## src/ccpm_pkg.sv

```systemverilog
// Package for the CCPM swashplate mixer.
// Holds field widths, the reciprocal constant for the percentage scaling,
// the geometry codes and the register indexes. No dependencies.
package ccpm_pkg;

    localparam int CMD_W       = 10;
    localparam int MIX_W       = 8;
    localparam int SERVO_W     = 12;
    localparam int CFG_IDX_W   = 2;
    localparam int LANES       = 3;

    localparam int PROD_W      = CMD_W + MIX_W;
    localparam int MAG_W       = PROD_W - 1;
    localparam int RECIP_W     = 17;
    localparam int RECIP_SHIFT = 23;
    localparam int RPROD_W     = MAG_W + RECIP_W;
    localparam int QUO_W       = 10;
    localparam int SCALED_W    = QUO_W + 1;

    // Rounded-up reciprocal of 100 at a scale of 2^23; exact for magnitudes below 91180.
    localparam logic [RECIP_W-1:0] RECIP_100 = RECIP_W'(83887);

    typedef logic signed [CMD_W-1:0]    cmd_t;
    typedef logic signed [MIX_W-1:0]    mix_t;
    typedef logic signed [SERVO_W-1:0]  servo_t;
    typedef logic [CFG_IDX_W-1:0]       cfg_index_t;

    typedef enum logic [2:0] {
        PLATE_H1  = 3'd0,
        PLATE_H2  = 3'd1,
        PLATE_HE3 = 3'd2,
        PLATE_HR3 = 3'd3,
        PLATE_HN3 = 3'd4,
        PLATE_H3  = 3'd5,
        PLATE_H4  = 3'd6,
        PLATE_H4X = 3'd7
    } plate_t;

    typedef enum logic [CFG_IDX_W-1:0] {
        CFG_PLATE_TYPE   = 2'd0,
        CFG_AILERON_MIX  = 2'd1,
        CFG_ELEVATOR_MIX = 2'd2,
        CFG_PITCH_MIX    = 2'd3
    } cfg_reg_t;

endpackage

```

## src/ccpm_cmd_if.sv

```systemverilog
// Command channel interface: one item carries the three stick commands.
// Depends on ccpm_pkg.
interface ccpm_cmd_if
    import ccpm_pkg::*;
();
    logic valid;
    logic ready;
    cmd_t aileron_in;
    cmd_t elevator_in;
    cmd_t pitch_in;

    modport source (output valid, output aileron_in, output elevator_in, output pitch_in,
                    input ready);
    modport sink (input valid, input aileron_in, input elevator_in, input pitch_in,
                  output ready);
endinterface

```

## src/ccpm_servo_if.sv

```systemverilog
// Servo channel interface: one item carries the mixed servo drive values.
// Depends on ccpm_pkg.
interface ccpm_servo_if
    import ccpm_pkg::*;
();
    logic   valid;
    logic   ready;
    servo_t aileron_servo;
    servo_t elevator_servo;
    servo_t pitch_servo;
    servo_t second_elevator_servo;
    logic   second_elevator_driven;

    modport source (output valid, output aileron_servo, output elevator_servo,
                    output pitch_servo, output second_elevator_servo,
                    output second_elevator_driven, input ready);
    modport sink (input valid, input aileron_servo, input elevator_servo,
                  input pitch_servo, input second_elevator_servo,
                  input second_elevator_driven, output ready);
endinterface

```

## src/ccpm_cfg_if.sv

```systemverilog
// Configuration write channel interface: register index and write data.
// Depends on ccpm_pkg.
interface ccpm_cfg_if
    import ccpm_pkg::*;
();
    logic             valid;
    logic             ready;
    cfg_index_t       index;
    logic [MIX_W-1:0] data;

    modport source (output valid, output index, output data, input ready);
    modport sink (input valid, input index, input data, output ready);
endinterface

```

## src/swashplate_ccpm_mixer.sv

```systemverilog
// CCPM swashplate mixer top level.
// Depends on ccpm_pkg and the interfaces ccpm_cmd_if, ccpm_servo_if and ccpm_cfg_if.
//
// The cmd channel takes one item of aileron, elevator and pitch commands. Each
// command is scaled by its signed percentage register, truncated toward zero,
// and the selected swashplate geometry mixes the three into servo values sent
// as one item on the servo channel. The cfg channel writes the geometry and the
// three mix registers; it is always ready and should only be used while no
// item is in flight. Writes take effect on the next accepted item.
//
// The datapath has four register stages: the signed command-by-percentage
// multiply, the multiply by the reciprocal of 100, the shift and sign restore,
// and the geometry sums into the output register. An accepted item passes
// through these stages in order, and one item can be accepted every cycle
// while the servo receiver takes items. When it stalls, stages fill up behind
// the output register and cmd ready drops only once every stage holds an item;
// nothing is lost or repeated. Reset clears all valid bits and sets the
// configuration registers to zero, which selects the H1 geometry with zero mix.
module swashplate_ccpm_mixer
    import ccpm_pkg::*;
(
    input  logic                clk,
    input  logic                rst_n,
    ccpm_cmd_if.sink            cmd,
    ccpm_servo_if.source        servo,
    ccpm_cfg_if.sink            cfg
);

    plate_t plate_reg;
    mix_t   mix_reg [LANES];

    logic   v1_reg, v2_reg, v3_reg, v4_reg;
    logic   adv1, adv2, adv3, adv4;

    cmd_t                       cmd_val  [LANES];
    logic signed [PROD_W-1:0]   prod     [LANES];
    logic [MAG_W-1:0]           mag_next [LANES];

    logic [MAG_W-1:0]           s1_mag_reg   [LANES];
    logic                       s1_neg_reg   [LANES];
    logic [RPROD_W-1:0]         s2_rprod_reg [LANES];
    logic                       s2_neg_reg   [LANES];
    logic signed [SCALED_W-1:0] s3_scaled_reg  [LANES];
    logic signed [SCALED_W-1:0] s3_scaled_next [LANES];

    servo_t ail_next, ele_next, pit_next, ele2_next;
    logic   drv_next;
    servo_t ail_reg, ele_reg, pit_reg, ele2_reg;
    logic   drv_reg;
    servo_t a, e, p, ha, he;

    assign cfg.ready = 1'b1;

    always_ff @(posedge clk or negedge rst_n)
    begin
        if (!rst_n)
        begin
            plate_reg  <= PLATE_H1;
            mix_reg[0] <= '0;
            mix_reg[1] <= '0;
            mix_reg[2] <= '0;
        end
        else if (cfg.valid)
        begin
            case (cfg_reg_t'(cfg.index))
                CFG_PLATE_TYPE:   plate_reg  <= plate_t'(cfg.data[2:0]);
                CFG_AILERON_MIX:  mix_reg[0] <= mix_t'(cfg.data);
                CFG_ELEVATOR_MIX: mix_reg[1] <= mix_t'(cfg.data);
                CFG_PITCH_MIX:    mix_reg[2] <= mix_t'(cfg.data);
                default:          ;
            endcase
        end
    end

    assign adv4      = !v4_reg || servo.ready;
    assign adv3      = !v3_reg || adv4;
    assign adv2      = !v2_reg || adv3;
    assign adv1      = !v1_reg || adv2;
    assign cmd.ready = adv1;

    always_ff @(posedge clk or negedge rst_n)
    begin
        if (!rst_n)
        begin
            v1_reg <= 1'b0;
            v2_reg <= 1'b0;
            v3_reg <= 1'b0;
            v4_reg <= 1'b0;
        end
        else
        begin
            if (adv1)
                v1_reg <= cmd.valid;
            if (adv2)
                v2_reg <= v1_reg;
            if (adv3)
                v3_reg <= v2_reg;
            if (adv4)
                v4_reg <= v3_reg;
        end
    end

    assign cmd_val[0] = cmd.aileron_in;
    assign cmd_val[1] = cmd.elevator_in;
    assign cmd_val[2] = cmd.pitch_in;

    always_comb
    begin
        for (int i = 0; i < LANES; i++)
        begin
            prod[i] = PROD_W'(cmd_val[i]) * PROD_W'(mix_reg[i]);
            if (prod[i][PROD_W-1])
                mag_next[i] = MAG_W'(-prod[i]);
            else
                mag_next[i] = MAG_W'(prod[i]);
        end
    end

    always_comb
    begin
        for (int i = 0; i < LANES; i++)
        begin
            if (s2_neg_reg[i])
                s3_scaled_next[i] = -$signed({1'b0, s2_rprod_reg[i][RECIP_SHIFT +: QUO_W]});
            else
                s3_scaled_next[i] = $signed({1'b0, s2_rprod_reg[i][RECIP_SHIFT +: QUO_W]});
        end
    end

    always_ff @(posedge clk)
    begin
        for (int i = 0; i < LANES; i++)
        begin
            if (adv1)
            begin
                s1_mag_reg[i] <= mag_next[i];
                s1_neg_reg[i] <= prod[i][PROD_W-1];
            end
            if (adv2)
            begin
                s2_rprod_reg[i] <= RPROD_W'(s1_mag_reg[i]) * RPROD_W'(RECIP_100);
                s2_neg_reg[i]   <= s1_neg_reg[i];
            end
            if (adv3)
                s3_scaled_reg[i] <= s3_scaled_next[i];
        end
    end

    always_comb
    begin
        a  = SERVO_W'(s3_scaled_reg[0]);
        e  = SERVO_W'(s3_scaled_reg[1]);
        p  = SERVO_W'(s3_scaled_reg[2]);
        ha = a >>> 1;
        he = e >>> 1;
        ele2_next = '0;
        drv_next  = 1'b0;
        case (plate_reg)
            PLATE_H2:
            begin
                ele_next = e;
                ail_next = a + p;
                pit_next = p - a;
            end
            PLATE_HE3:
            begin
                ele_next = e + p;
                ail_next = a + p;
                pit_next = p - a;
            end
            PLATE_HR3:
            begin
                ele_next = e + p;
                ail_next = a + p - he;
                pit_next = p - a - he;
            end
            PLATE_HN3:
            begin
                ele_next = e + p - ha;
                ail_next = a + p;
                pit_next = p - e - ha;
            end
            PLATE_H3:
            begin
                ele_next = e + p;
                ail_next = a + p - e;
                pit_next = p - e - a;
            end
            PLATE_H4:
            begin
                ele_next  = e + p;
                ele2_next = p - e;
                ail_next  = a + p;
                pit_next  = p - a;
                drv_next  = 1'b1;
            end
            PLATE_H4X:
            begin
                ele_next  = he - ha + p;
                ele2_next = ha - he + p;
                ail_next  = he + ha + p;
                pit_next  = p - he - ha;
                drv_next  = 1'b1;
            end
            default:
            begin
                ail_next = a;
                ele_next = e;
                pit_next = p;
            end
        endcase
    end

    always_ff @(posedge clk)
    begin
        if (adv4)
        begin
            ail_reg  <= ail_next;
            ele_reg  <= ele_next;
            pit_reg  <= pit_next;
            ele2_reg <= ele2_next;
            drv_reg  <= drv_next;
        end
    end

    assign servo.valid                  = v4_reg;
    assign servo.aileron_servo          = ail_reg;
    assign servo.elevator_servo         = ele_reg;
    assign servo.pitch_servo            = pit_reg;
    assign servo.second_elevator_servo  = ele2_reg;
    assign servo.second_elevator_driven = drv_reg;

endmodule
```

## src/flat_wrapper.sv

```systemverilog
// flat-port wrapper written by rule: the top's interface ports become plain ports
module swashplate_ccpm_mixer_flat import ccpm_pkg::*;
  (clk, rst_n, cmd_valid, cmd_aileron_in, cmd_elevator_in, cmd_pitch_in, cmd_ready, servo_valid, servo_aileron_servo, servo_elevator_servo, servo_pitch_servo, servo_second_elevator_servo, servo_second_elevator_driven, servo_ready, cfg_valid, cfg_index, cfg_data, cfg_ready);
  ccpm_cmd_if cmd_i ();
  ccpm_servo_if servo_i ();
  ccpm_cfg_if cfg_i ();
  input  logic clk;
  input  logic rst_n;
  input wire logic [$bits(cmd_i.valid)-1:0] cmd_valid;
  input wire logic [$bits(cmd_i.aileron_in)-1:0] cmd_aileron_in;
  input wire logic [$bits(cmd_i.elevator_in)-1:0] cmd_elevator_in;
  input wire logic [$bits(cmd_i.pitch_in)-1:0] cmd_pitch_in;
  output wire logic [$bits(cmd_i.ready)-1:0] cmd_ready;
  output wire logic [$bits(servo_i.valid)-1:0] servo_valid;
  output wire logic [$bits(servo_i.aileron_servo)-1:0] servo_aileron_servo;
  output wire logic [$bits(servo_i.elevator_servo)-1:0] servo_elevator_servo;
  output wire logic [$bits(servo_i.pitch_servo)-1:0] servo_pitch_servo;
  output wire logic [$bits(servo_i.second_elevator_servo)-1:0] servo_second_elevator_servo;
  output wire logic [$bits(servo_i.second_elevator_driven)-1:0] servo_second_elevator_driven;
  input wire logic [$bits(servo_i.ready)-1:0] servo_ready;
  input wire logic [$bits(cfg_i.valid)-1:0] cfg_valid;
  input wire logic [$bits(cfg_i.index)-1:0] cfg_index;
  input wire logic [$bits(cfg_i.data)-1:0] cfg_data;
  output wire logic [$bits(cfg_i.ready)-1:0] cfg_ready;
  assign cmd_i.valid = cmd_valid;
  assign cmd_i.aileron_in = cmd_aileron_in;
  assign cmd_i.elevator_in = cmd_elevator_in;
  assign cmd_i.pitch_in = cmd_pitch_in;
  assign cmd_ready = cmd_i.ready;
  assign servo_valid = servo_i.valid;
  assign servo_aileron_servo = servo_i.aileron_servo;
  assign servo_elevator_servo = servo_i.elevator_servo;
  assign servo_pitch_servo = servo_i.pitch_servo;
  assign servo_second_elevator_servo = servo_i.second_elevator_servo;
  assign servo_second_elevator_driven = servo_i.second_elevator_driven;
  assign servo_i.ready = servo_ready;
  assign cfg_i.valid = cfg_valid;
  assign cfg_i.index = cfg_index;
  assign cfg_i.data = cfg_data;
  assign cfg_ready = cfg_i.ready;
  swashplate_ccpm_mixer u_core (.clk(clk), .rst_n(rst_n), .cmd(cmd_i), .servo(servo_i), .cfg(cfg_i));
endmodule
```

## config.mk

```make
export PLATFORM = sky130hd
export DESIGN_NAME = swashplate_ccpm_mixer_flat
export DESIGN_NICKNAME = d
export VERILOG_FILES = /design/src/ccpm_pkg.sv /design/src/ccpm_cmd_if.sv /design/src/ccpm_servo_if.sv /design/src/ccpm_cfg_if.sv /design/src/swashplate_ccpm_mixer.sv /design/src/flat_wrapper.sv
export SDC_FILE = /design/constraint.sdc
export NUM_CORES = 2
export LEC_CHECK = 0
export BUFFER_PORTS_ARGS = -buffer_cell sky130_fd_sc_hd__buf_4
export CAP_MARGIN = 15
export CORE_ASPECT_RATIO = 0.9
export CORE_UTILIZATION = 67
export DETAILED_ROUTE_END_ITERATION = 8
export PLACE_DENSITY = 0.83
export SYNTH_ARGS = -nofsm -noshare
export SYNTH_HDL_FRONTEND = slang
export SYNTH_SLANG_ARGS = --single-unit
```

## constraint.sdc

```tcl
create_clock -name clk -period 9.9 [get_ports clk]
set_input_delay 0.495 -clock clk [delete_from_list [all_inputs] [get_ports clk]]
set_output_delay 0.495 -clock clk [all_outputs]
set_load 0.01 [all_outputs]
```

==> metrics.txt <==
Post-synth EDFFs=169; Skew-Pair Late Insertion Delay=0.52 ns; post-DR wirelength/cell=18.4 um; io pins=97; share of cells above drive strength 1=4.32%; initial antenna violation count=0; setup_tns=0 ns; HP Class=input port to flop; CTS max path bufs=2; crit end category=flop; Worst Max-Slew Pin Slew=1.09 ns; TritonCTS clock tree=yes; Distinct cells, synth=83; Via Count=30,300; count of input and output buffers=95; # resized after CTS=0; sequential element share of the synthesized area=13.8%; Syn Nets=5,797; Die Span Y=240 um; DR vias/cell=5.66; final setup fails=0; critical path's slowest cell=a2111oi_0; clock sink count=200; Synth Warn #=0; H-tree depth=4; crit path max fanout=9; pin count of the biggest net entering global routing=50; Min Clock Period, post-route=6.23 ns; vias in the first global route=32,200; unrepaired setup endpoints after global routing=no; worst hold stages=2; CP required=10.17 ns; fmax=0.161 GHz; status=completed; Std-Cell Rows=86; layout overhead on the synthesized area=5.36%; Die X=267 um; Mapped Area=42,300 um^2; DP Wirelength=82.8 mm; startpoint types=flop; Hold EP=u_core.v1_reg; drt pass-1 iters=6; R2R setup slack=3.67 ns; Crit Path Category=flop to flop; Arr. time, crit path=6.49 ns; period utilisation layout=62.9%; crit path from=u_core.s1_mag_reg[0][28]; DRC Markers=0; CP cell instances=ha_1 > inv_1 > fa_1 > fa_1 > inv_1 > fa_1 > fa_1 > inv_1 > fa_1 > inv_1 > ha_1 > nand2_1 > a211o_1 > a2111oi_0 > o41a_1 > a41o_1 > a21oi_1 > a21oi_1 > xnor2_1; Post-Syn Instances=4,444; Reg2Reg Depth=19; Clock transition at path regs=0.09 ns; gp weighted congestion=0.979; reg-to-reg startpoint=u_core.s1_mag_reg[0][28]; Util after Layout=72.1%; flops & latches, synth=200; # Max-Cap Violations=0; first-pass GRT wire length=162 mm; Hold Buf Count CTS=1; average cell area after synthesis=9.52 um^2; core area=61,800 um^2; number of nets in the layout=5,859; die area=64,100 um^2; Clock Skews=0.0172 ns; Slew Limit Fails=0; Reg-to-Reg End=u_core.s2_rprod_reg[0][66]; Synth async-reset ratio=15.5%; clk root buf=clkbuf_16; n_diodes=0; hold wc startpoint=cmd_valid; antenna-violating nets left=0; Rel. slew slack=26.8%; Top FF cell, synth=edfxtp_1; grt ovf=0; slowest stage delay, CP=0.72 ns; max reg flops=51; Total Wirelength=98.4 mm; total CTS buffers=17; Final Hold Viols=0; starting density of the core=68.5%; CP most frequent cell=fa_1; post-CTS setup buffers=0; DRT iter0 DRCs=2,152; All-Layer GR Usage=32.5%
[cells in the final DEF, fill, tap and decap left out, types with 17 or more instances in the layout]
cell type / n
mux2_2: 28
and2_1: 149
o22ai_1: 18
or3_1: 23
a211oi_1: 21
edfxtp_1: 169
o21ai_1: 38
mux2i_1: 34
a21oi_1: 154
xor2_1: 69
o21a_1: 23
o21ai_0: 55
o21bai_1: 26
nor2_1: 157
nor3_1: 56
xnor2_1: 196
buf_4: 110
nor2b_1: 24
dfrtp_1: 31
ha_1: 691
o31ai_1: 26
nand2b_1: 41
a31oi_1: 21
nand3_1: 38
inv_1: 1189
nand2_1: 205
a21o_1: 46
clkbuf_16: 17
fa_1: 617
[per-stage QoR]
| step | hold WS [ns] | area (um^2) | instances | setup slack (ns) |
|---|---|---|---|---|
| 2_1_floorplan | 0.199 | 42300 | 4444 | 4.26 |
| 6_report | 0.244 | 44600 | 5355 | 3.67 |
| 3_5_place_dp | 0.405 | 43900 | 5321 | 3.68 |
| 5_1_grt | 0.220 | 44600 | 5355 | 3.36 |
| 3_3_place_gp | 0.403 | 43900 | 5321 | 3.92 |
| 4_1_cts | 0.211 | 44500 | 5354 | 3.64 |
[synth_stat cells, types with 24 or more instances]
master	number	share of area, %
inv_1	1190	11
ha_1	691	20
fa_1	617	29
nand2_1	205	1.8
xnor2_1	196	4.1
edfxtp_1	169	12
nor2_1	157	1.4
a21oi_1	154	1.8
and2_1	149	2.2
xor2_1	69	1.4
clkbuf_1	58	0.51
nor3_1	56	0.66
o21ai_0	55	0.65
a21o_1	46	0.82
nand2b_1	41	0.61
nand3_1	39	0.46
o21ai_1	38	0.45
mux2i_1	34	0.80
dfrtp_1	31	1.8
mux2_2	28	0.75
o21bai_1	26	0.46
o31ai_1	26	0.46
nor2b_1	24	0.36
[area by class of cell]
cell class | count | area [um^2]
fill | 4491 | 17200
sequential | 200 | 5850
inverter | 1194 | 4480
clock buffer | 17 | 425
tap | 836 | 1050
clock inverter | 15 | 204
timing repair buffer | 112 | 856
multi-input combinational | 2981 | 31700
[worst max path at each step]
stage | depth (start not counted) | to
after floorplan | 19 | u_core.s2_rprod_reg[0][65]
after global placement | 19 | u_core.s2_rprod_reg[0][65]
after detailed placement | 19 | u_core.s2_rprod_reg[0][66]
after CTS | 19 | u_core.s2_rprod_reg[0][66]
after global routing | 19 | u_core.s2_rprod_reg[0][66]
final | 19 | u_core.s2_rprod_reg[0][66]
[logic make-up after synthesis]
kind of cell             synth area share [%]
other                                 0.00887
buffers and inverters                    11.2
XOR/XNOR                                 5.49
AO/OA/AOI/OAI                            9.02
adder cells (fa/ha/maj)                  49.8
multiplexers                             1.55
AND/OR/NAND/NOR                          9.11
flip-flops                               13.8
[critical path: cells and delay by family (launching register included)]
family                     cells  cell delay (ns)
xor gates and xnor gates       1             0.09
adders and majority gates      7             3.04
AOI/OAI and AO/OA              6             1.89
DFF                            1             0.62
and+or+nand+nor                1             0.08
buffers and inverters          4             0.25
[metal layers]
metal	wire [um]	track usage, %
met5	0	0
met4	3900	12.6
met3	5700	4.61
met2	47900	55.5
met1	41000	41.8
Power is left out: the tool's default activity adds up to more than one toggle a clock period on the data nets, which glitch-free logic cannot reach.
